**src/calendar_date_stepper_top_assert.svh**
```systemverilog
// ---------------------------------------------------------------------------
// Assertion macros for the calendar date stepper
// Concurrent checks that are active in simulation and empty in synthesis.
// ---------------------------------------------------------------------------
`ifndef CALENDAR_DATE_STEPPER_TOP_ASSERT_SVH
`define CALENDAR_DATE_STEPPER_TOP_ASSERT_SVH

`ifndef SYNTHESIS

// Check a property on every clock edge while out of reset.
`define CDS_ASSERT(label, clk, rst_n, prop) \
  label: assert property (@(posedge clk) disable iff (!rst_n) (prop)) \
    else $error("cds assertion failed");

// Check a property on every clock edge, reset included.
`define CDS_ASSERT_ALWAYS(label, clk, prop) \
  label: assert property (@(posedge clk) (prop)) \
    else $error("cds assertion failed");

`else

`define CDS_ASSERT(label, clk, rst_n, prop)
`define CDS_ASSERT_ALWAYS(label, clk, prop)

`endif

`endif

```
**src/cds_pkg.sv**
```systemverilog
// ---------------------------------------------------------------------------
// cds_pkg
// Types, constants and calendar helper functions of the date stepper.
// ---------------------------------------------------------------------------
`timescale 1ns / 1ps

package cds_pkg;

  // Field widths
  localparam int unsigned YEAR_W  = 14;
  localparam int unsigned MONTH_W = 4;
  localparam int unsigned DAY_W   = 5;
  localparam int unsigned OP_W    = 4;
  localparam int unsigned WDAY_W  = 3;
  localparam int unsigned STAT_W  = 2;
  localparam int unsigned R400_W  = 9;

  // Default year range
  localparam int unsigned MIN_YEAR_DEF = 1753;
  localparam int unsigned MAX_YEAR_DEF = 9999;

  // Queue depths
  localparam int unsigned CMD_Q_DEPTH = 2;
  localparam int unsigned OUT_Q_DEPTH = 8;

  // Reciprocal multipliers for constant division (exact over the operand range)
  localparam int unsigned DIV400_M = 10486;
  localparam int unsigned DIV400_S = 22;
  localparam int unsigned DIV100_M = 20972;
  localparam int unsigned DIV100_S = 21;
  localparam int unsigned DIV7_M   = 1171;
  localparam int unsigned DIV7_S   = 13;

  // Operation codes, numbered as on the opcode field
  typedef enum logic [OP_W-1:0] {
    OP_QUERY      = 4'd0,
    OP_SET_DATE   = 4'd1,
    OP_SET_YEAR   = 4'd2,
    OP_SET_MONTH  = 4'd3,
    OP_SET_DAY    = 4'd4,
    OP_NEXT_DAY   = 4'd5,
    OP_PREV_DAY   = 4'd6,
    OP_NEXT_MONTH = 4'd7,
    OP_PREV_MONTH = 4'd8,
    OP_NEXT_YEAR  = 4'd9,
    OP_PREV_YEAR  = 4'd10
  } cds_op_t;

  // Status codes
  typedef enum logic [STAT_W-1:0] {
    ST_OK      = 2'd0,
    ST_INVALID = 2'd1,
    ST_RANGE   = 2'd2
  } cds_status_t;

  // Month numbers that matter to the logic
  localparam logic [MONTH_W-1:0] MON_JAN = 4'd1;
  localparam logic [MONTH_W-1:0] MON_FEB = 4'd2;
  localparam logic [MONTH_W-1:0] MON_MAR = 4'd3;
  localparam logic [MONTH_W-1:0] MON_DEC = 4'd12;

  // Input item
  typedef struct packed {
    logic [OP_W-1:0]    opcode;
    logic [YEAR_W-1:0]  year_in;
    logic [MONTH_W-1:0] month_in;
    logic [DAY_W-1:0]   day_in;
  } cds_in_t;

  // Result item
  typedef struct packed {
    logic [YEAR_W-1:0]  year_out;
    logic [MONTH_W-1:0] month_out;
    logic [DAY_W-1:0]   day_out;
    logic [WDAY_W-1:0]  weekday;
    logic [STAT_W-1:0]  status;
  } cds_out_t;

  // Classified command from front to back
  typedef struct packed {
    cds_op_t            op;
    logic [YEAR_W-1:0]  year;
    logic [MONTH_W-1:0] month;
    logic [DAY_W-1:0]   day;
    logic               year_ok;
    logic [R400_W-1:0]  year_r400;
  } cds_cmd_t;

  // Date after execution, before the weekday is known
  typedef struct packed {
    logic [YEAR_W-1:0]  year;
    logic [MONTH_W-1:0] month;
    logic [DAY_W-1:0]   day;
    cds_status_t        status;
  } cds_date_t;

  // Leap year from the year modulo 400
  function automatic logic leap400(input logic [R400_W-1:0] r);
    logic not_century;
    begin
      not_century = (r != 9'd100) && (r != 9'd200) && (r != 9'd300);
      return (r[1:0] == 2'b00) && not_century;
    end
  endfunction

  // Days in a month, zero for a month number out of range
  function automatic logic [DAY_W-1:0] month_len(input logic [MONTH_W-1:0] m,
                                                 input logic leap);
    logic [DAY_W-1:0] len;
    begin
      unique case (m)
        4'd1, 4'd3, 4'd5, 4'd7, 4'd8, 4'd10, 4'd12: len = 5'd31;
        4'd4, 4'd6, 4'd9, 4'd11:                   len = 5'd30;
        4'd2:    len = leap ? 5'd29 : 5'd28;
        default: len = 5'd0;
      endcase
      return len;
    end
  endfunction

  // Month term of the weekday formula: floor(26 * (mm + 1) / 10), mm in 3..14
  function automatic logic [5:0] month_term(input logic [MONTH_W-1:0] mm);
    logic [5:0] t;
    begin
      unique case (mm)
        4'd3:    t = 6'd10;
        4'd4:    t = 6'd13;
        4'd5:    t = 6'd15;
        4'd6:    t = 6'd18;
        4'd7:    t = 6'd20;
        4'd8:    t = 6'd23;
        4'd9:    t = 6'd26;
        4'd10:   t = 6'd28;
        4'd11:   t = 6'd31;
        4'd12:   t = 6'd33;
        4'd13:   t = 6'd36;
        4'd14:   t = 6'd39;
        default: t = 6'd0;
      endcase
      return t;
    end
  endfunction

endpackage

```
**src/cds_fifo.sv**
```systemverilog
// ---------------------------------------------------------------------------
// cds_fifo
// Small register queue with occupancy count, used on both sides of the back.
// ---------------------------------------------------------------------------
`timescale 1ns / 1ps

module cds_fifo #(
  parameter int unsigned WIDTH = 8,
  parameter int unsigned DEPTH = 2
) (
  input  logic                       clk,
  input  logic                       rst_n,
  input  logic                       push,
  input  logic [WIDTH-1:0]           wdata,
  output logic                       full,
  input  logic                       pop,
  output logic [WIDTH-1:0]           rdata,
  output logic                       empty,
  output logic [$clog2(DEPTH+1)-1:0] count
);

  localparam int unsigned PW = (DEPTH > 1) ? $clog2(DEPTH) : 1;
  localparam int unsigned CW = $clog2(DEPTH+1);

  logic [WIDTH-1:0] slot_r [DEPTH];
  logic [PW-1:0]    wr_ptr_r, wr_ptr_nxt;
  logic [PW-1:0]    rd_ptr_r, rd_ptr_nxt;
  logic [CW-1:0]    count_r, count_nxt;
  logic             do_push, do_pop;

  assign full  = (count_r == CW'(DEPTH));
  assign empty = (count_r == '0);
  assign count = count_r;
  assign rdata = slot_r[rd_ptr_r];

  assign do_push = push && !full;
  assign do_pop  = pop && !empty;

  // Advance pointers with wrap, track occupancy
  always_comb begin
    wr_ptr_nxt = wr_ptr_r;
    rd_ptr_nxt = rd_ptr_r;
    if (do_push) begin
      wr_ptr_nxt = (wr_ptr_r == PW'(DEPTH-1)) ? '0 : wr_ptr_r + PW'(1);
    end
    if (do_pop) begin
      rd_ptr_nxt = (rd_ptr_r == PW'(DEPTH-1)) ? '0 : rd_ptr_r + PW'(1);
    end
    count_nxt = count_r + CW'(do_push) - CW'(do_pop);
  end

  always_ff @(posedge clk) begin
    if (!rst_n) begin
      wr_ptr_r <= '0;
      rd_ptr_r <= '0;
      count_r  <= '0;
    end else begin
      wr_ptr_r <= wr_ptr_nxt;
      rd_ptr_r <= rd_ptr_nxt;
      count_r  <= count_nxt;
    end
  end

  // Store the pushed entry
  always_ff @(posedge clk) begin
    if (do_push) begin
      slot_r[wr_ptr_r] <= wdata;
    end
  end

endmodule

```
**src/cds_front.sv**
```systemverilog
// ---------------------------------------------------------------------------
// cds_front
// Accepts input items, decodes the opcode, checks the year operand and
// queues the classified command for the back.
// ---------------------------------------------------------------------------
`timescale 1ns / 1ps

module cds_front #(
  parameter int unsigned MIN_YEAR = cds_pkg::MIN_YEAR_DEF,
  parameter int unsigned MAX_YEAR = cds_pkg::MAX_YEAR_DEF
) (
  input  logic              clk,
  input  logic              rst_n,
  input  logic              in_push,
  input  cds_pkg::cds_in_t  in_data,
  output logic              in_full,
  input  logic              q_pop,
  output cds_pkg::cds_cmd_t q_data,
  output logic              q_empty
);

  localparam int unsigned YW   = cds_pkg::YEAR_W;
  localparam int unsigned PROD_W = YW + 14;
  localparam logic [YW-1:0] MIN_Y = YW'(MIN_YEAR);
  localparam logic [YW-1:0] MAX_Y = YW'(MAX_YEAR);

  cds_pkg::cds_cmd_t  cmd;
  logic [PROD_W-1:0]  q400_prod;
  logic [YW-1:0]      q400;
  logic [YW-1:0]      r400_full;

  // Year operand modulo 400 by reciprocal multiply
  assign q400_prod = PROD_W'(in_data.year_in) * PROD_W'(cds_pkg::DIV400_M);
  assign q400      = YW'(q400_prod >> cds_pkg::DIV400_S);
  assign r400_full = in_data.year_in - q400 * YW'(400);

  // Classify the opcode; unused codes behave as a query
  always_comb begin
    cmd.year      = in_data.year_in;
    cmd.month     = in_data.month_in;
    cmd.day       = in_data.day_in;
    cmd.year_ok   = (in_data.year_in >= MIN_Y) && (in_data.year_in <= MAX_Y);
    cmd.year_r400 = r400_full[cds_pkg::R400_W-1:0];
    priority if (in_data.opcode > cds_pkg::OP_PREV_YEAR) begin
      cmd.op = cds_pkg::OP_QUERY;
    end else begin
      cmd.op = cds_pkg::cds_op_t'(in_data.opcode);
    end
  end

  // Command queue between front and back
  cds_fifo #(
    .WIDTH ($bits(cds_pkg::cds_cmd_t)),
    .DEPTH (cds_pkg::CMD_Q_DEPTH)
  ) u_cmd_q (
    .clk   (clk),
    .rst_n (rst_n),
    .push  (in_push),
    .wdata (cmd),
    .full  (in_full),
    .pop   (q_pop),
    .rdata (q_data),
    .empty (q_empty),
    .count ()
  );

endmodule

```
**src/cds_exec.sv**
```systemverilog
// ---------------------------------------------------------------------------
// cds_exec
// Holds the current date and runs one command per cycle if there is room:
// sets with validity check, day, month and year steps with range limits.
// ---------------------------------------------------------------------------
`timescale 1ns / 1ps

`include "calendar_date_stepper_top_assert.svh"

module cds_exec #(
  parameter int unsigned MIN_YEAR = cds_pkg::MIN_YEAR_DEF,
  parameter int unsigned MAX_YEAR = cds_pkg::MAX_YEAR_DEF
) (
  input  logic               clk,
  input  logic               rst_n,
  input  logic               q_empty,
  input  cds_pkg::cds_cmd_t  q_data,
  input  logic               room,
  output logic               q_pop,
  output logic               res_vld,
  output cds_pkg::cds_date_t res
);

  localparam int unsigned YW = cds_pkg::YEAR_W;
  localparam int unsigned MW = cds_pkg::MONTH_W;
  localparam int unsigned DW = cds_pkg::DAY_W;
  localparam int unsigned RW = cds_pkg::R400_W;
  localparam logic [YW-1:0] MIN_Y    = YW'(MIN_YEAR);
  localparam logic [YW-1:0] MAX_Y    = YW'(MAX_YEAR);
  localparam int unsigned   R400_RST = MIN_YEAR % 400;

  logic [YW-1:0] cur_y_r, cur_y_nxt;
  logic [MW-1:0] cur_m_r, cur_m_nxt;
  logic [DW-1:0] cur_d_r, cur_d_nxt;
  logic [RW-1:0] cur_r400_r, cur_r400_nxt;
  cds_pkg::cds_status_t st;

  logic               res_vld_r;
  cds_pkg::cds_date_t res_r;

  logic          leap_cur, leap_cmd;
  logic [DW-1:0] len_cur, len_set, len_new;
  logic [RW-1:0] r400_inc, r400_dec;
  logic          at_max, at_min;

  logic               rejected;
  logic [YW+MW+DW-1:0] cur_date;

  assign q_pop = !q_empty && room;

  assign leap_cur = cds_pkg::leap400(cur_r400_r);
  assign leap_cmd = cds_pkg::leap400(q_data.year_r400);
  assign len_cur  = cds_pkg::month_len(cur_m_r, leap_cur);
  assign r400_inc = (cur_r400_r == RW'(399)) ? '0 : cur_r400_r + RW'(1);
  assign r400_dec = (cur_r400_r == '0) ? RW'(399) : cur_r400_r - RW'(1);
  assign at_max   = (cur_y_r >= MAX_Y);
  assign at_min   = (cur_y_r <= MIN_Y);

  // Apply the command to the current date
  always_comb begin
    cur_y_nxt    = cur_y_r;
    cur_m_nxt    = cur_m_r;
    cur_d_nxt    = cur_d_r;
    cur_r400_nxt = cur_r400_r;
    st           = cds_pkg::ST_OK;
    len_set      = '0;
    len_new      = '0;
    unique case (q_data.op)
      cds_pkg::OP_SET_DATE: begin
        len_set = cds_pkg::month_len(q_data.month, leap_cmd);
        if (q_data.year_ok && q_data.day != '0 && q_data.day <= len_set) begin
          cur_y_nxt    = q_data.year;
          cur_m_nxt    = q_data.month;
          cur_d_nxt    = q_data.day;
          cur_r400_nxt = q_data.year_r400;
        end else begin
          st = cds_pkg::ST_INVALID;
        end
      end
      cds_pkg::OP_SET_YEAR: begin
        len_set = cds_pkg::month_len(cur_m_r, leap_cmd);
        if (q_data.year_ok && cur_d_r <= len_set) begin
          cur_y_nxt    = q_data.year;
          cur_r400_nxt = q_data.year_r400;
        end else begin
          st = cds_pkg::ST_INVALID;
        end
      end
      cds_pkg::OP_SET_MONTH: begin
        len_set = cds_pkg::month_len(q_data.month, leap_cur);
        if (cur_d_r <= len_set) begin
          cur_m_nxt = q_data.month;
        end else begin
          st = cds_pkg::ST_INVALID;
        end
      end
      cds_pkg::OP_SET_DAY: begin
        if (q_data.day != '0 && q_data.day <= len_cur) begin
          cur_d_nxt = q_data.day;
        end else begin
          st = cds_pkg::ST_INVALID;
        end
      end
      cds_pkg::OP_NEXT_DAY: begin
        if (at_max && cur_m_r == cds_pkg::MON_DEC && cur_d_r == DW'(31)) begin
          st = cds_pkg::ST_RANGE;
        end else if (cur_d_r < len_cur) begin
          cur_d_nxt = cur_d_r + DW'(1);
        end else begin
          cur_d_nxt = DW'(1);
          if (cur_m_r < cds_pkg::MON_DEC) begin
            cur_m_nxt = cur_m_r + MW'(1);
          end else begin
            cur_m_nxt    = cds_pkg::MON_JAN;
            cur_y_nxt    = cur_y_r + YW'(1);
            cur_r400_nxt = r400_inc;
          end
        end
      end
      cds_pkg::OP_PREV_DAY: begin
        if (at_min && cur_m_r == cds_pkg::MON_JAN && cur_d_r == DW'(1)) begin
          st = cds_pkg::ST_RANGE;
        end else if (cur_d_r > DW'(1)) begin
          cur_d_nxt = cur_d_r - DW'(1);
        end else if (cur_m_r > cds_pkg::MON_JAN) begin
          cur_m_nxt = cur_m_r - MW'(1);
          cur_d_nxt = cds_pkg::month_len(cur_m_r - MW'(1), leap_cur);
        end else begin
          cur_m_nxt    = cds_pkg::MON_DEC;
          cur_d_nxt    = DW'(31);
          cur_y_nxt    = cur_y_r - YW'(1);
          cur_r400_nxt = r400_dec;
        end
      end
      cds_pkg::OP_NEXT_MONTH: begin
        if (at_max && cur_m_r == cds_pkg::MON_DEC) begin
          st = cds_pkg::ST_RANGE;
        end else begin
          if (cur_m_r < cds_pkg::MON_DEC) begin
            cur_m_nxt = cur_m_r + MW'(1);
            len_new   = cds_pkg::month_len(cur_m_r + MW'(1), leap_cur);
          end else begin
            cur_m_nxt    = cds_pkg::MON_JAN;
            cur_y_nxt    = cur_y_r + YW'(1);
            cur_r400_nxt = r400_inc;
            len_new      = DW'(31);
          end
          if (cur_d_r > len_new) begin
            cur_d_nxt = len_new;
          end
        end
      end
      cds_pkg::OP_PREV_MONTH: begin
        if (at_min && cur_m_r == cds_pkg::MON_JAN) begin
          st = cds_pkg::ST_RANGE;
        end else begin
          if (cur_m_r > cds_pkg::MON_JAN) begin
            cur_m_nxt = cur_m_r - MW'(1);
            len_new   = cds_pkg::month_len(cur_m_r - MW'(1), leap_cur);
          end else begin
            cur_m_nxt    = cds_pkg::MON_DEC;
            cur_y_nxt    = cur_y_r - YW'(1);
            cur_r400_nxt = r400_dec;
            len_new      = DW'(31);
          end
          if (cur_d_r > len_new) begin
            cur_d_nxt = len_new;
          end
        end
      end
      cds_pkg::OP_NEXT_YEAR: begin
        if (at_max) begin
          st = cds_pkg::ST_RANGE;
        end else begin
          cur_y_nxt    = cur_y_r + YW'(1);
          cur_r400_nxt = r400_inc;
          if (cur_m_r == cds_pkg::MON_FEB && cur_d_r == DW'(29)) begin
            cur_d_nxt = DW'(28);
          end
        end
      end
      cds_pkg::OP_PREV_YEAR: begin
        if (at_min) begin
          st = cds_pkg::ST_RANGE;
        end else begin
          cur_y_nxt    = cur_y_r - YW'(1);
          cur_r400_nxt = r400_dec;
          if (cur_m_r == cds_pkg::MON_FEB && cur_d_r == DW'(29)) begin
            cur_d_nxt = DW'(28);
          end
        end
      end
      default: begin
        // query: hold the date
      end
    endcase
  end

  // Update the date on each transfer from the command queue
  always_ff @(posedge clk) begin
    if (!rst_n) begin
      cur_y_r    <= MIN_Y;
      cur_m_r    <= cds_pkg::MON_JAN;
      cur_d_r    <= DW'(1);
      cur_r400_r <= RW'(R400_RST);
      res_vld_r  <= 1'b0;
    end else begin
      res_vld_r <= q_pop;
      if (q_pop) begin
        cur_y_r    <= cur_y_nxt;
        cur_m_r    <= cur_m_nxt;
        cur_d_r    <= cur_d_nxt;
        cur_r400_r <= cur_r400_nxt;
      end
    end
  end

  // Register the result for the weekday pipeline
  always_ff @(posedge clk) begin
    if (q_pop) begin
      res_r.year   <= cur_y_nxt;
      res_r.month  <= cur_m_nxt;
      res_r.day    <= cur_d_nxt;
      res_r.status <= st;
    end
  end

  assign res_vld = res_vld_r;
  assign res     = res_r;

  // Flag a rejected command on the result register
  assign rejected = res_vld_r && (res_r.status != cds_pkg::ST_OK);
  assign cur_date = {cur_y_r, cur_m_r, cur_d_r};

  `CDS_ASSERT(a_year_in_range, clk, rst_n, cur_y_r >= MIN_Y && cur_y_r <= MAX_Y)
  `CDS_ASSERT(a_day_fits_month, clk, rst_n, cur_d_r != '0 && cur_d_r <= len_cur)
  `CDS_ASSERT(a_r400_bounded, clk, rst_n, cur_r400_r < RW'(400))
  `CDS_ASSERT(a_reject_holds_date, clk, rst_n, rejected |-> $stable(cur_date))

endmodule

```
**src/cds_weekday.sv**
```systemverilog
// ---------------------------------------------------------------------------
// cds_weekday
// Two-stage pipeline that appends the day of week (0 Sunday) to a date.
// ---------------------------------------------------------------------------
`timescale 1ns / 1ps

module cds_weekday (
  input  logic               clk,
  input  logic               rst_n,
  input  logic               res_vld,
  input  cds_pkg::cds_date_t res,
  output logic               out_vld,
  output cds_pkg::cds_out_t  out_item,
  output logic [1:0]         busy
);

  localparam int unsigned YW     = cds_pkg::YEAR_W;
  localparam int unsigned MW     = cds_pkg::MONTH_W;
  localparam int unsigned DW     = cds_pkg::DAY_W;
  localparam int unsigned C_W    = 8;
  localparam int unsigned K_W    = 7;
  localparam int unsigned P100_W = YW + 15;
  localparam int unsigned S_W    = 11;
  localparam int unsigned P7_W   = S_W + 11;

  // stage A: century split
  logic               a_vld_r;
  cds_pkg::cds_date_t a_date_r;
  logic [C_W-1:0]     a_c_r;
  logic [K_W-1:0]     a_k_r;
  logic [MW-1:0]      a_mm_r;

  // stage B: weekday sum
  logic               b_vld_r;
  cds_pkg::cds_date_t b_date_r;
  logic [S_W-1:0]     b_s_r;

  logic               lt_mar;
  logic [MW-1:0]      mm;
  logic [YW-1:0]      yy;
  logic [P100_W-1:0]  c_prod;
  logic [C_W-1:0]     c_val;
  logic [YW-1:0]      k_full;
  logic [S_W-1:0]     s_val;
  logic [P7_W-1:0]    q7_prod;
  logic [S_W-1:0]     q7;
  logic [S_W-1:0]     r7;

  // Shift January and February to the end of the previous year
  assign lt_mar = (res.month < cds_pkg::MON_MAR);
  assign mm     = lt_mar ? res.month + MW'(12) : res.month;
  assign yy     = res.year - YW'(lt_mar);
  assign c_prod = P100_W'(yy) * P100_W'(cds_pkg::DIV100_M);
  assign c_val  = C_W'(c_prod >> cds_pkg::DIV100_S);
  assign k_full = yy - YW'(c_val) * YW'(100);

  always_ff @(posedge clk) begin
    a_date_r <= res;
    a_c_r    <= c_val;
    a_k_r    <= k_full[K_W-1:0];
    a_mm_r   <= mm;
  end

  // Sum the Zeller terms; the offset keeps the sum positive and is 6 mod 7, so 0 is Sunday
  assign s_val = S_W'(a_k_r) + S_W'(a_k_r >> 2) + S_W'(a_c_r >> 2)
               + S_W'(cds_pkg::month_term(a_mm_r)) + S_W'(a_date_r.day)
               + S_W'(699) - (S_W'(a_c_r) << 1);

  always_ff @(posedge clk) begin
    b_date_r <= a_date_r;
    b_s_r    <= s_val;
  end

  // Reduce modulo 7 by reciprocal multiply
  assign q7_prod = P7_W'(b_s_r) * P7_W'(cds_pkg::DIV7_M);
  assign q7      = S_W'(q7_prod >> cds_pkg::DIV7_S);
  assign r7      = b_s_r - q7 * S_W'(7);

  always_ff @(posedge clk) begin
    if (!rst_n) begin
      a_vld_r <= 1'b0;
      b_vld_r <= 1'b0;
    end else begin
      a_vld_r <= res_vld;
      b_vld_r <= a_vld_r;
    end
  end

  assign out_vld            = b_vld_r;
  assign out_item.year_out  = b_date_r.year;
  assign out_item.month_out = b_date_r.month;
  assign out_item.day_out   = b_date_r.day;
  assign out_item.weekday   = r7[cds_pkg::WDAY_W-1:0];
  assign out_item.status    = b_date_r.status;
  assign busy               = {1'b0, a_vld_r} + {1'b0, b_vld_r};

endmodule

```
**src/calendar_date_stepper_top.sv**
```systemverilog
// ---------------------------------------------------------------------------
// calendar_date_stepper_top
// Gregorian date register with set, step and query commands and weekday.
// ---------------------------------------------------------------------------
// Takes one command per cycle while in_full is low and returns one result
// per command, in order. A command goes through a two-entry command queue,
// the date execution stage, which updates the year, month and day
// registers, and two weekday stages before it lands in an eight-entry
// result queue. The sustained rate is one item per clock while the result
// queue has room, bounded by the date update that each command needs from
// the one before; the back holds commands only when the result queue plus
// items in flight would exceed its eight entries.
`timescale 1ns / 1ps

`include "calendar_date_stepper_top_assert.svh"

module calendar_date_stepper_top #(
  parameter int unsigned MIN_YEAR = cds_pkg::MIN_YEAR_DEF,
  parameter int unsigned MAX_YEAR = cds_pkg::MAX_YEAR_DEF
) (
  input  logic              clk,
  input  logic              rst_n,
  input  logic              in_push,
  input  cds_pkg::cds_in_t  in_data,
  output logic              in_full,
  output logic              out_empty,
  input  logic              out_pop,
  output cds_pkg::cds_out_t out_data
);

  localparam int unsigned OCW = $clog2(cds_pkg::OUT_Q_DEPTH+1);
  localparam int unsigned FW  = OCW + 1;

  cds_pkg::cds_cmd_t  q_data;
  logic               q_empty, q_pop;
  logic               room;
  logic               res_vld;
  cds_pkg::cds_date_t res;
  logic               wd_vld;
  cds_pkg::cds_out_t  wd_item;
  logic [1:0]         wd_busy;
  logic               out_full;
  logic [OCW-1:0]     out_count;
  logic [FW-1:0]      in_flight;

  // Front: classify and queue commands
  cds_front #(
    .MIN_YEAR (MIN_YEAR),
    .MAX_YEAR (MAX_YEAR)
  ) u_front (
    .clk     (clk),
    .rst_n   (rst_n),
    .in_push (in_push),
    .in_data (in_data),
    .in_full (in_full),
    .q_pop   (q_pop),
    .q_data  (q_data),
    .q_empty (q_empty)
  );

  // Reserve a result slot for every item past the command queue
  assign in_flight = FW'(out_count) + FW'(res_vld) + FW'(wd_busy);
  assign room      = (in_flight < FW'(cds_pkg::OUT_Q_DEPTH));

  // Back: date update
  cds_exec #(
    .MIN_YEAR (MIN_YEAR),
    .MAX_YEAR (MAX_YEAR)
  ) u_exec (
    .clk     (clk),
    .rst_n   (rst_n),
    .q_empty (q_empty),
    .q_data  (q_data),
    .room    (room),
    .q_pop   (q_pop),
    .res_vld (res_vld),
    .res     (res)
  );

  // Back: weekday
  cds_weekday u_weekday (
    .clk      (clk),
    .rst_n    (rst_n),
    .res_vld  (res_vld),
    .res      (res),
    .out_vld  (wd_vld),
    .out_item (wd_item),
    .busy     (wd_busy)
  );

  // Result queue
  cds_fifo #(
    .WIDTH ($bits(cds_pkg::cds_out_t)),
    .DEPTH (cds_pkg::OUT_Q_DEPTH)
  ) u_out_q (
    .clk   (clk),
    .rst_n (rst_n),
    .push  (wd_vld),
    .wdata (wd_item),
    .full  (out_full),
    .pop   (out_pop),
    .rdata (out_data),
    .empty (out_empty),
    .count (out_count)
  );

  `CDS_ASSERT(a_no_push_when_full, clk, rst_n, wd_vld |-> !out_full)
  `CDS_ASSERT(a_pop_needs_cmd, clk, rst_n, q_pop |-> !q_empty)
  `CDS_ASSERT(a_credit_bound, clk, rst_n, in_flight <= FW'(cds_pkg::OUT_Q_DEPTH))
  `CDS_ASSERT_ALWAYS(a_reset_clears_back, clk, !rst_n |=> !res_vld && out_empty)

endmodule
```
**config.mk**
```make
export PLATFORM = sky130hd
export DESIGN_NAME = calendar_date_stepper_top
export DESIGN_NICKNAME = d
export VERILOG_FILES = /design/src/cds_pkg.sv /design/src/cds_fifo.sv /design/src/cds_front.sv /design/src/cds_exec.sv /design/src/cds_weekday.sv /design/src/calendar_date_stepper_top.sv
export VERILOG_INCLUDE_DIRS = /design/src /design/src/src
export SDC_FILE = /design/constraint.sdc
export NUM_CORES = 1
export LEC_CHECK = 0
export BUFFER_PORTS_ARGS = -buffer_cell sky130_fd_sc_hd__buf_2
export CAP_MARGIN = 20
export CORE_ASPECT_RATIO = 0.7
export CORE_UTILIZATION = 50
export DETAILED_ROUTE_END_ITERATION = 8
export PLACE_DENSITY = 0.74
export RECOVER_POWER = 50
export SETUP_SLACK_MARGIN = 0.15
export SLEW_MARGIN = 10
export SYNTH_ARGS = -nofsm -noshare
export SYNTH_HDL_FRONTEND = slang
export SYNTH_SLANG_ARGS = --single-unit
```
**constraint.sdc**
```tcl
create_clock -name clk -period 8.1 [get_ports clk]
set_input_delay 1.62 -clock clk [delete_from_list [all_inputs] [get_ports clk]]
set_output_delay 1.62 -clock clk [all_outputs]
set_load 0.03 [all_outputs]
```
==> Word level (Yosys, flattened, before mapping) <==
Memories as Yosys holds them, arrays and structs flattened. A register that Yosys moved wholly into a read port is not among the register bits.
Cells that the tools add are included.
{ "op_classes": {"multipliers": 6, "n_reduce_logical": 41, "add_sub_neg": 30, "n_mux": 95, "n_eq_ne": 82, "order_cmp": 17} }
{ "op_table": {"columns": ["cell", "count"], "rows": [
  ["2-to-1 mux 14 bit", 12],
  ["2-to-1 mux 9 bit", 14],
  ["one-hot mux 14 bit (8 select lines)", 1],
  ["2-to-1 mux 5 bit", 22],
  ["== test 4 bit (second input constant)", 24],
  ["one-hot mux 5 bit (3 select lines)", 6],
  ["== test 4 x 3 -> 1 bit (second input constant)", 20],
  ["one-hot mux 9 bit (8 select lines)", 1],
  ["multiplier 14 x 13 -> 27 bit (second input constant)", 2],
  ["2-to-1 mux 4 bit", 12],
  ["== test 4 x 2 -> 1 bit (second input constant)", 10],
  ["one-hot mux 5 bit (8 select lines)", 1],
  ["OR reduction 7 bit", 4],
  ["one-hot mux 4 bit (6 select lines)", 1],
  ["adder 11 x 6 -> 11 bit", 2],
  ["multiplier 11 x 11 -> 22 bit (second input constant)", 1],
  ["logical AND 1 bit", 21],
  ["== test 4 x 1 -> 1 bit (second input constant)", 5],
  ["<= comparator 5 bit", 4],
  ["one-hot mux 2 bit (10 select lines)", 1],
  ["!= test 9 x 7 -> 1 bit (second input constant)", 2],
  ["!= test 9 x 8 -> 1 bit (second input constant)", 2],
  ["!= test 9 bit (second input constant)", 2],
  ["!= test 2 bit (second input constant)", 8],
  ["58 further kinds", 93]
]} }
{ "totals": {"word_cells": 302, "register_bits": 150, "memories": 3, "ram_bits": 298, "romBits": 96} }
{ "mem_list": {"columns": ["name", "depth", "word_bits", "read_ports", "rd_clocked_by_memory_dff", "write_ports", "line", "source"], "rows": [
  ["u_out_q.slot_r", 8, 28, 1, 1, 1, "cds_fifo.sv:25", "logic [WIDTH-1:0] slot_r [DEPTH];"],
  ["(no name shown)", 16, 6, 1, 1, 0, "cds_pkg.sv:125", "unique case (mm)"],
  ["u_front.u_cmd_q.slot_r", 2, 37, 1, 1, 1, "cds_fifo.sv:25", null]
]} }

==> Longest topological paths before layout <==
Gate-level depths: netlist of run 1.
{ "depth": {"ltp_word": 13, "ltp_mapped": 37, "ltp_nobuf": 37} }

==> Cells and area by module <==
Synthesis of run 1 repeated with hierarchy kept, for this count alone.
{ "hier_totals": {"cells_unflattened": 2672, "area_unflattened_um2": 30927.2} }
{ "by_module_without_submodules": {"columns": ["mod", "seq_area_each_um2", "area_each_um2", "instances", "cells_each"], "rows": [
  ["cds_fifo (u_out_q)", 6986.7, 9155.0, 1, 402],
  ["cds_weekday", 1681.6, 8076.5, 1, 780],
  ["cds_exec", 1411.4, 6846.6, 1, 956],
  ["cds_front", 0.0, 3746.1, 1, 386],
  ["cds_fifo (u_front.u_cmd_q)", 2322.2, 3056.7, 1, 142],
  ["calendar_date_stepper_top", 0.0, 46.3, 1, 6]
]} }

==> Worst setup path after synthesis of run 1 <==
Ideal clock, no wire load.
{ "synth_path": {"kind": "reg2reg", "from": "register u_exec.res_r (netlist bit u_exec.res[8])", "to": "register u_weekday.a_k_r[6]", "slack_ns": -0.602, "t_required_ns": 7.968, "path_stages_with_launch": 35, "arrival_time_ns": 8.571, "path_cell_list": "edfxtp_1 > ha_1 > a21boi_0 > ha_1 > ha_1 > nand2_1 > or3_1 > or3_1 > or3_1 > xnor2_1 > ha_1 > inv_1 > fa_1 > inv_1 > fa_1 > inv_1 > fa_1 > fa_1 > inv_1 > ha_1 > and3_1 > a221o_1 > a2111oi_0 > a221oi_1 > o21a_1 > nor2_1 > ha_1 > inv_1 > ha_1 > a21oi_1 > xnor2_1 > xnor2_1 > xnor2_1 > xnor2_1 > xor3_1"} }
{ "synth_via": {"elab_chain_len": 5} }
{ "synth_lines": {"columns": ["item", "line", "source"], "rows": [
  ["start, declared", "cds_exec.sv:39", "cds_pkg::cds_date_t res_r;"],
  ["less-than comparator 4 x 2 -> 1 bit", "cds_weekday.sv:50", "assign lt_mar = (res.month < cds_pkg::MON_MAR);"],
  ["subtractor 14 x 1 -> 14 bit", "cds_weekday.sv:52", "assign yy = res.year - YW'(lt_mar);"],
  ["multiplier 14 x 13 -> 27 bit", "cds_weekday.sv:53", "assign c_prod = P100_W'(yy) * P100_W'(cds_pkg::DIV100_M);"],
  ["named net u_weekday.c_prod[24]", "cds_weekday.sv:41", "logic [P100_W-1:0] c_prod;"],
  ["multiplier 8 x 5 -> 5 bit", "cds_weekday.sv:55", "assign k_full = yy - YW'(c_val) * YW'(100);"],
  ["subtractor 7 bit", "cds_weekday.sv:55", null],
  ["named net u_weekday.k_full[6]", "cds_weekday.sv:43", "logic [YW-1:0] k_full;"],
  ["end signal, assigned", "cds_weekday.sv:60", "a_k_r <= k_full[K_W-1:0];"],
  ["end, declared", "cds_weekday.sv:30", "logic [K_W-1:0] a_k_r;"]
]} }
The timed path passes the listed nets, and every way through them passes these cells.
A chain may end at the register's enable or synchronous reset.

==> Final worst setup path of run 1 <==
{ "layout_path": {"from": "register u_exec.res_r (netlist bit u_exec.res[9])", "to": "register u_weekday.a_k_r[6]"} }
The elaborated chain is that of the path after synthesis.

==> flow_metrics.py, run 1 <==
metrics = {
    "global_routing": {
        "grt_pass1_wl_um": 123000,
        "grt_pass1_vias": 21500,
        "grt_max_degree": 57,
        "antenna_found_initial": 1,
        "grt_usage": 0.256,
        "grt_overflow": 0,
    },
    "synthesis": {
        "syn_inst": 2619,
        "synthArstFlopShare": 0,
        "synthMuxAreaShare": 0.0679,
        "yosys.area_share.simple": 0.0901,
        "synth_fa_ha_area_frac": 0.251,
        "synthXorXnorAreaFrac": 0.0253,
        "synthFlopType": "edfxtp_1",
        "ys_warn_count": 0,
        "ys_ff_latch": 450,
        "yosysSeqAreaShare": 0.400,
        "synth_compound_area_frac": 0.108,
        "synth_nets": 3163,
        "yosysUniqueCellTypes": 110,
        "synth_edf_count": 315,
        "synth_area_mm2": 0.0304,
        "syn_area_per_cell_um2": 11.6,
        "synth_top_family_by_area": "adder cells",
    },
    "timing": {
        "rsz0062_at_grt": "yes",
        "finalMaxSlewViolations": 0,
        "hold_violations": 0,
        "whs_ps": 327,
        "fmax_ghz": 0.118,
        "finalCritPeriodShare": 1.04,
        "skew_ps": 25.6,
        "finalSetupViolCount": 1,
        "worst_pin_slew_ps": 1060,
        "fin_crit_ps": 8450,
        "layout_setup_ws_ps": -355,
        "slew_headroom": 0.288,
    },
    "layout": {
        "area_delta_synth_final_pct": 11.8,
        "stdcell_count": 3586,
        "layout.nets": 3287,
        "layout-drive-gt1-share": 0.154,
        "antennaDiodeCount": 0,
        "utilization": 0.567,
    },
    "route": {
        "route.detailed.drc": 0,
        "ant_nets": 0,
        "routedWlPerCell_um": 22.0,
        "drt-pass1-iter-count": 6,
        "initialDrtViolationCount": 2000,
        "vias": 21200,
        "wl_um": 79000,
        "viasPerCell": 5.91,
    },
    "critical_path": {
        "cp_data_arrival_time_ps": 8910,
        "cp-start-kind": "flip-flop",
        "critPathKind": "reg -> reg",
        "path_max_fanout": 6,
        "critPathTopFamily": "adder cells",
        "path_buf_inv": 7,
        "crit_required_ps": 8560,
        "crit_slowest_cell": "fa_1",
        "cpPeakStageDelay_ps": 540,
        "timing.critical_path.mode_cell": "ha_4",
        "worst_setup_path_end_kind": "flip-flop",
    },
    "clock_network": {
        "cts_root_buf": "clkbuf_16",
        "clock_latency_ps": 590,
        "cts_max_level": 2,
        "cts.sink_count": 450,
        "path_clk_slew_ps": 70,
        "clockBufferDepth": 3,
        "cts_hold_buf": 0,
        "cts_tree": "built",
        "numCtsBuffers": 43,
    },
    "floorplan": {
        "num_io_pins": 61,
        "start_util": 0.507,
        "core_mm2": 0.0600,
        "die_area_mm2": 0.0618,
        "die_w_um": 297,
        "die_h_um": 208,
        "rows": 75,
    },
    "outcome": {
        "status": "finished with violations",
        "violations": "negative setup slack",
    },
    "placement": {
        "place.gp.congestion": 1.02,
        "dpl_worst_slack_ps": -609,
        "numPortBuffers": 60,
        "dp_hpwl_um": 59500,
        "placed_cells": 3492,
    },
    "job": {
        "drv_cap": 0,
    },
    "min_path": {
        "hold_path_class": "reg -> reg",
    },
}
## cell usage after synthesis (all sizes together) (29+ instances only)
| cell | count | area share |
|---|---|---|
| nor2 | 118 | 0.015 |
| mux4 | 56 | 0.041 |
| edfxtp | 315 | 0.31 |
| buf | 32 | 0.0067 |
| dfxtp | 135 | 0.089 |
| nand3 | 46 | 0.0076 |
| ha | 353 | 0.15 |
| nor3 | 47 | 0.0086 |
| o21ai | 94 | 0.016 |
| fa | 160 | 0.11 |
| nand2 | 119 | 0.015 |
| mux2 | 43 | 0.016 |
| mux2i | 32 | 0.011 |
| and2 | 29 | 0.0060 |
| a21oi | 94 | 0.015 |
| clkbuf | 48 | 0.0060 |
| inv | 368 | 0.045 |
| xnor2 | 59 | 0.017 |
## cell usage in the layout (no fill, tap or decap), types with 42 or more instances in the layout
master	synthesis	layout
inv_1	368	359
ha_1	353	338
edfxtp_1	315	315
fa_1	160	159
dfxtp_1	135	132
nand2_1	119	118
nor2_1	118	113
buf_4	3	94
a21oi_1	94	92
o21ai_0	84	82
buf_2	17	60
xnor2_1	59	56
mux4_2	56	56
nand3_1	46	45
clkbuf_16	0	43
mux2_2	42	42
## metrics by stage
stage	setup TNS, ps	cell area (um2)
finish	-355	34000
floorplan	-52.8	30500
CTS	-382	33800
global route	-593	34000
global placement	-335	32100
detailed placement	-609	32100
## path summary, 6_finish.rpt
check	from	to	slack, ps	cells past startpoint
max reg2reg	u_exec.res[9]$_DFFE_PP_	u_weekday.a_k_r[6]$_DFF_P_	-350	36
max	u_exec.res[9]$_DFFE_PP_	u_weekday.a_k_r[6]$_DFF_P_	-350	36
min	u_weekday.a_date_r[21]$_DFF_P_	u_weekday.out_item[24]$_DFF_P_	330	0
min reg2reg	u_weekday.a_date_r[21]$_DFF_P_	u_weekday.out_item[24]$_DFF_P_	330	0
## state kept, by name (all words and copies together), names as in the netlist, 5 cells and up, named ones only
register and count:
u_exec.cur_r400_r 9, u_exec.cur_d_r 5, u_weekday.a_k_r 7, u_exec.cur_y_r 14
u_weekday.a_c_r 8, u_exec.res 25, u_weekday.b_s_r 11, u_weekday.out_item 25
u_out_q.slot_r 224, u_front.u_cmd_q.slot_r 66, u_weekday.a_date_r 25
## cells by family after synthesis
logic type                 count (synthesis)
DFF                                      450
AOI/OAI and AO/OA                        465
adders and majority gates                513
and+or+nand+nor                          526
xor gates and xnor gates                  86
buffers and inverters                    448
muxes                                    131
## what timing repair did
action                                  in CTS  in global routing
buffers inserted                             7                  6
endpoints found under the setup margin       3                  4
resized for setup                           29                 20
pin swaps                                   20                 25
cloned                                       0                  0
## cell type report
type | instances | area (um2)
Inverter | 368 | 1380
Multi-Input combinational cell | 1721 | 16900
Sequential cell | 450 | 12200
Clock inverter | 27 | 300
Clock buffer | 53 | 1130
Tap cell | 808 | 1010
Fill cell | 4787 | 26000
Timing Repair Buffer | 159 | 1100
## layer usage
metal	share of wire	routed length, um	vias up	GRT usage
met2	0.44	35100	850	0.392
met5	0	0	-	0
li1	-	-	9676	-
met3	0.086	6830	108	0.0527
met4	0.016	1250	0	0.0495
met1	0.45	35900	10600	0.376
Power of run 1 is not shown: default switching activity piles up to over one toggle a cycle in this logic, so the estimate is an artifact.
==> run 2, diff against run 1 <==
--- a/config.mk
+++ b/config.mk
@@ -17,4 +17,5 @@
 export SLEW_MARGIN = 10
 export SYNTH_ARGS = -nofsm -noshare
 export SYNTH_HDL_FRONTEND = slang
+export SYNTH_HIERARCHICAL = 1
 export SYNTH_SLANG_ARGS = --single-unit
==> run 2 against run 1 <==
The run ends with max-capacitance violations, max-slew violations left. Sequential share of layout area rose by 0.77 points. Largest cell class unchanged. Die area grew 1.7%. Design area down 0.17%.
==> flow_metrics.py, run 2 <==
metrics = {
    "layout": {
        "layout.nets": 3293,
        "final_cell_mix": "375 x inv_1, 346 x ha_1, 323 x edfxtp_1",
        "final_common_cell": "inv_1",
        "top_register": "u_out_q/slot_r",
        "area_delta_synth_final_pct": 9.73,
        "top_regs": "u_out_q/slot_r (224), u_front/u_cmd_q/slot_r (74)",
        "antennaDiodeCount": 0,
        "fin_area_mm2": 0.0339,
        "layout-drive-gt1-share": 0.127,
        "utilization": 0.561,
        "largest_reg_flops": 224,
    },
    "route": {
        "drt-pass1-iter-count": 7,
        "viasPerCell": 5.89,
        "routedWlPerCell_um": 22.0,
        "ant_nets": 0,
        "vias": 21200,
        "initialDrtViolationCount": 2030,
        "route.detailed.drc": 0,
        "wl_um": 79000,
    },
    "clock_network": {
        "cts_tree": "built",
        "cts_max_level": 2,
        "cts.sink_count": 458,
        "clock_latency_ps": 610,
        "clockBufferDepth": 3,
        "path_clk_slew_ps": 70,
        "cts_hold_buf": 0,
        "numCtsBuffers": 46,
        "cts_root_buf": "clkbuf_16",
    },
    "global_routing": {
        "antenna_found_initial": 1,
        "grt_overflow": 0,
        "grt_pass1_wl_um": 122000,
        "grt_pass1_vias": 21300,
        "grt_max_degree": 57,
        "grt_usage": 0.253,
    },
    "critical_path": {
        "reg2reg_depth": 31,
        "crit_slowest_cell": "fa_1",
        "path_max_fanout": 4,
        "critPathKind": "reg -> reg",
        "crit_required_ps": 8580,
        "cp_data_arrival_time_ps": 8220,
        "cp-start-kind": "flip-flop",
        "r2r_end": "u_weekday/a_k_r[6]$_DFF_P_",
        "cpPeakStageDelay_ps": 550,
        "r2r_slack_ps": 370,
        "worst_setup_path_end_kind": "flip-flop",
        "r2r_start": "u_exec/res[9]$_DFFE_PP_",
    },
    "timing": {
        "worst_pin_slew_ps": 2380,
        "rsz0062_at_grt": "no",
        "finalSetupViolCount": 0,
        "hold_violations": 0,
        "fin_crit_ps": 7730,
        "finalMaxSlewViolations": 157,
        "fin_setup_tns_ps": 0,
        "slew_headroom": -0.585,
        "finalCritPeriodShare": 0.955,
        "fmax_ghz": 0.129,
        "skew_ps": 48.7,
        "layout_setup_ws_ps": 368,
    },
    "placement": {
        "place.gp.congestion": 1.01,
        "numPortBuffers": 60,
        "dp_hpwl_um": 58500,
        "post_dp_cell_area_mm2": 0.0322,
        "dpl_worst_slack_ps": -76.7,
    },
    "min_path": {
        "hold_path_depth": 0,
        "hold_path_class": "reg -> reg",
        "holdPathEnd": "u_weekday/out_item[14]$_DFF_P_",
        "min_from": "u_weekday/a_date_r[11]$_DFF_P_",
    },
    "outcome": {
        "status": "finished with violations",
        "violations": "max-capacitance violations, max-slew violations",
    },
    "synthesis": {
        "syn_area_per_cell_um2": 11.6,
        "ys_warn_count": 6,
        "syn_inst": 2671,
        "synth_nets": 3213,
        "synth_area_mm2": 0.0309,
    },
    "floorplan": {
        "die_h_um": 210,
        "num_io_pins": 61,
        "rows": 75,
        "die_w_um": 299,
        "start_util": 0.511,
        "core_mm2": 0.0605,
        "die_area_mm2": 0.0629,
    },
    "job": {
        "drv_cap": 5,
    },
}
[run 2: changes by cell type in the layout (fill, tap and decap cells not counted), sizes merged, moves of 9 or more]
cell / change
buf: -68
clkbuf: +35
a21oi: +30
nand2: +27
mux2: +25
mux2i: -15
a21o: -13
or3: -11
o21a: +10
o22ai: -10
and2: -9
inv: +9
[run 2: worst max-delay path by stage]
stage / start / depth (start not counted) / end
floorplan: u_exec/res[8]$_DFFE_PP_ / 33 / u_weekday/a_k_r[6]$_DFF_P_
global placement: u_exec/res[7]$_DFFE_PP_ / 30 / u_weekday/a_k_r[6]$_DFF_P_
detailed placement: u_exec/res[7]$_DFFE_PP_ / 30 / u_weekday/a_k_r[6]$_DFF_P_
CTS: u_exec/res[7]$_DFFE_PP_ / 30 / u_weekday/a_k_r[6]$_DFF_P_
global route: u_exec/res[7]$_DFFE_PP_ / 32 / u_weekday/a_k_r[6]$_DFF_P_
finish: u_exec/res[9]$_DFFE_PP_ / 31 / u_weekday/a_k_r[6]$_DFF_P_
[run 2: repair_timing]
item	in CTS	in global routing
pin swaps	1	9
setup endpoints to repair	1	1
resized for setup	5	17
buffers inserted	1	5
[run 2: critical path: cells and delay by family, from the launching register on]
family                     cells  cell delay (ps)
AOI/OAI and AO/OA              8             1480
DFF                            1              410
adders and majority gates      9             3330
xor gates and xnor gates       6             1160
buffers and inverters          5              350
and+or+nand+nor                3              910
[run 2: layout make-up]
class / instances / area, um2
clock buffers: 56 / 1230
clock inverters: 30 / 378
fillers: 4940 / 26600
inverters: 379 / 1420
multi-input cells: 1743 / 16800
flip-flops and latches: 458 / 12400
well taps: 808 / 1010
repair buffers: 123 / 721
[run 2: metrics by stage]
stage                     hold slack (ps)  instances
final                                 307       3597
after detailed placement              312       3501
after floorplan                       310       2671
after global routing                  318       3597
after global placement                313       3500
after CTS                             308       3588
[run 2: layer usage]
layer / global-route usage / routed length, um / share of wire / up-vias
li1: - / - / - / 9703
met1: 0.370 / 36000 / 0.46 / 10500
met2: 0.372 / 33800 / 0.43 / 873
met3: 0.0733 / 7890 / 0.10 / 100
met4: 0.0540 / 1260 / 0.016 / 0
met5: 0 / 0 / 0 / -
Power of run 2 is left out for the same reason.
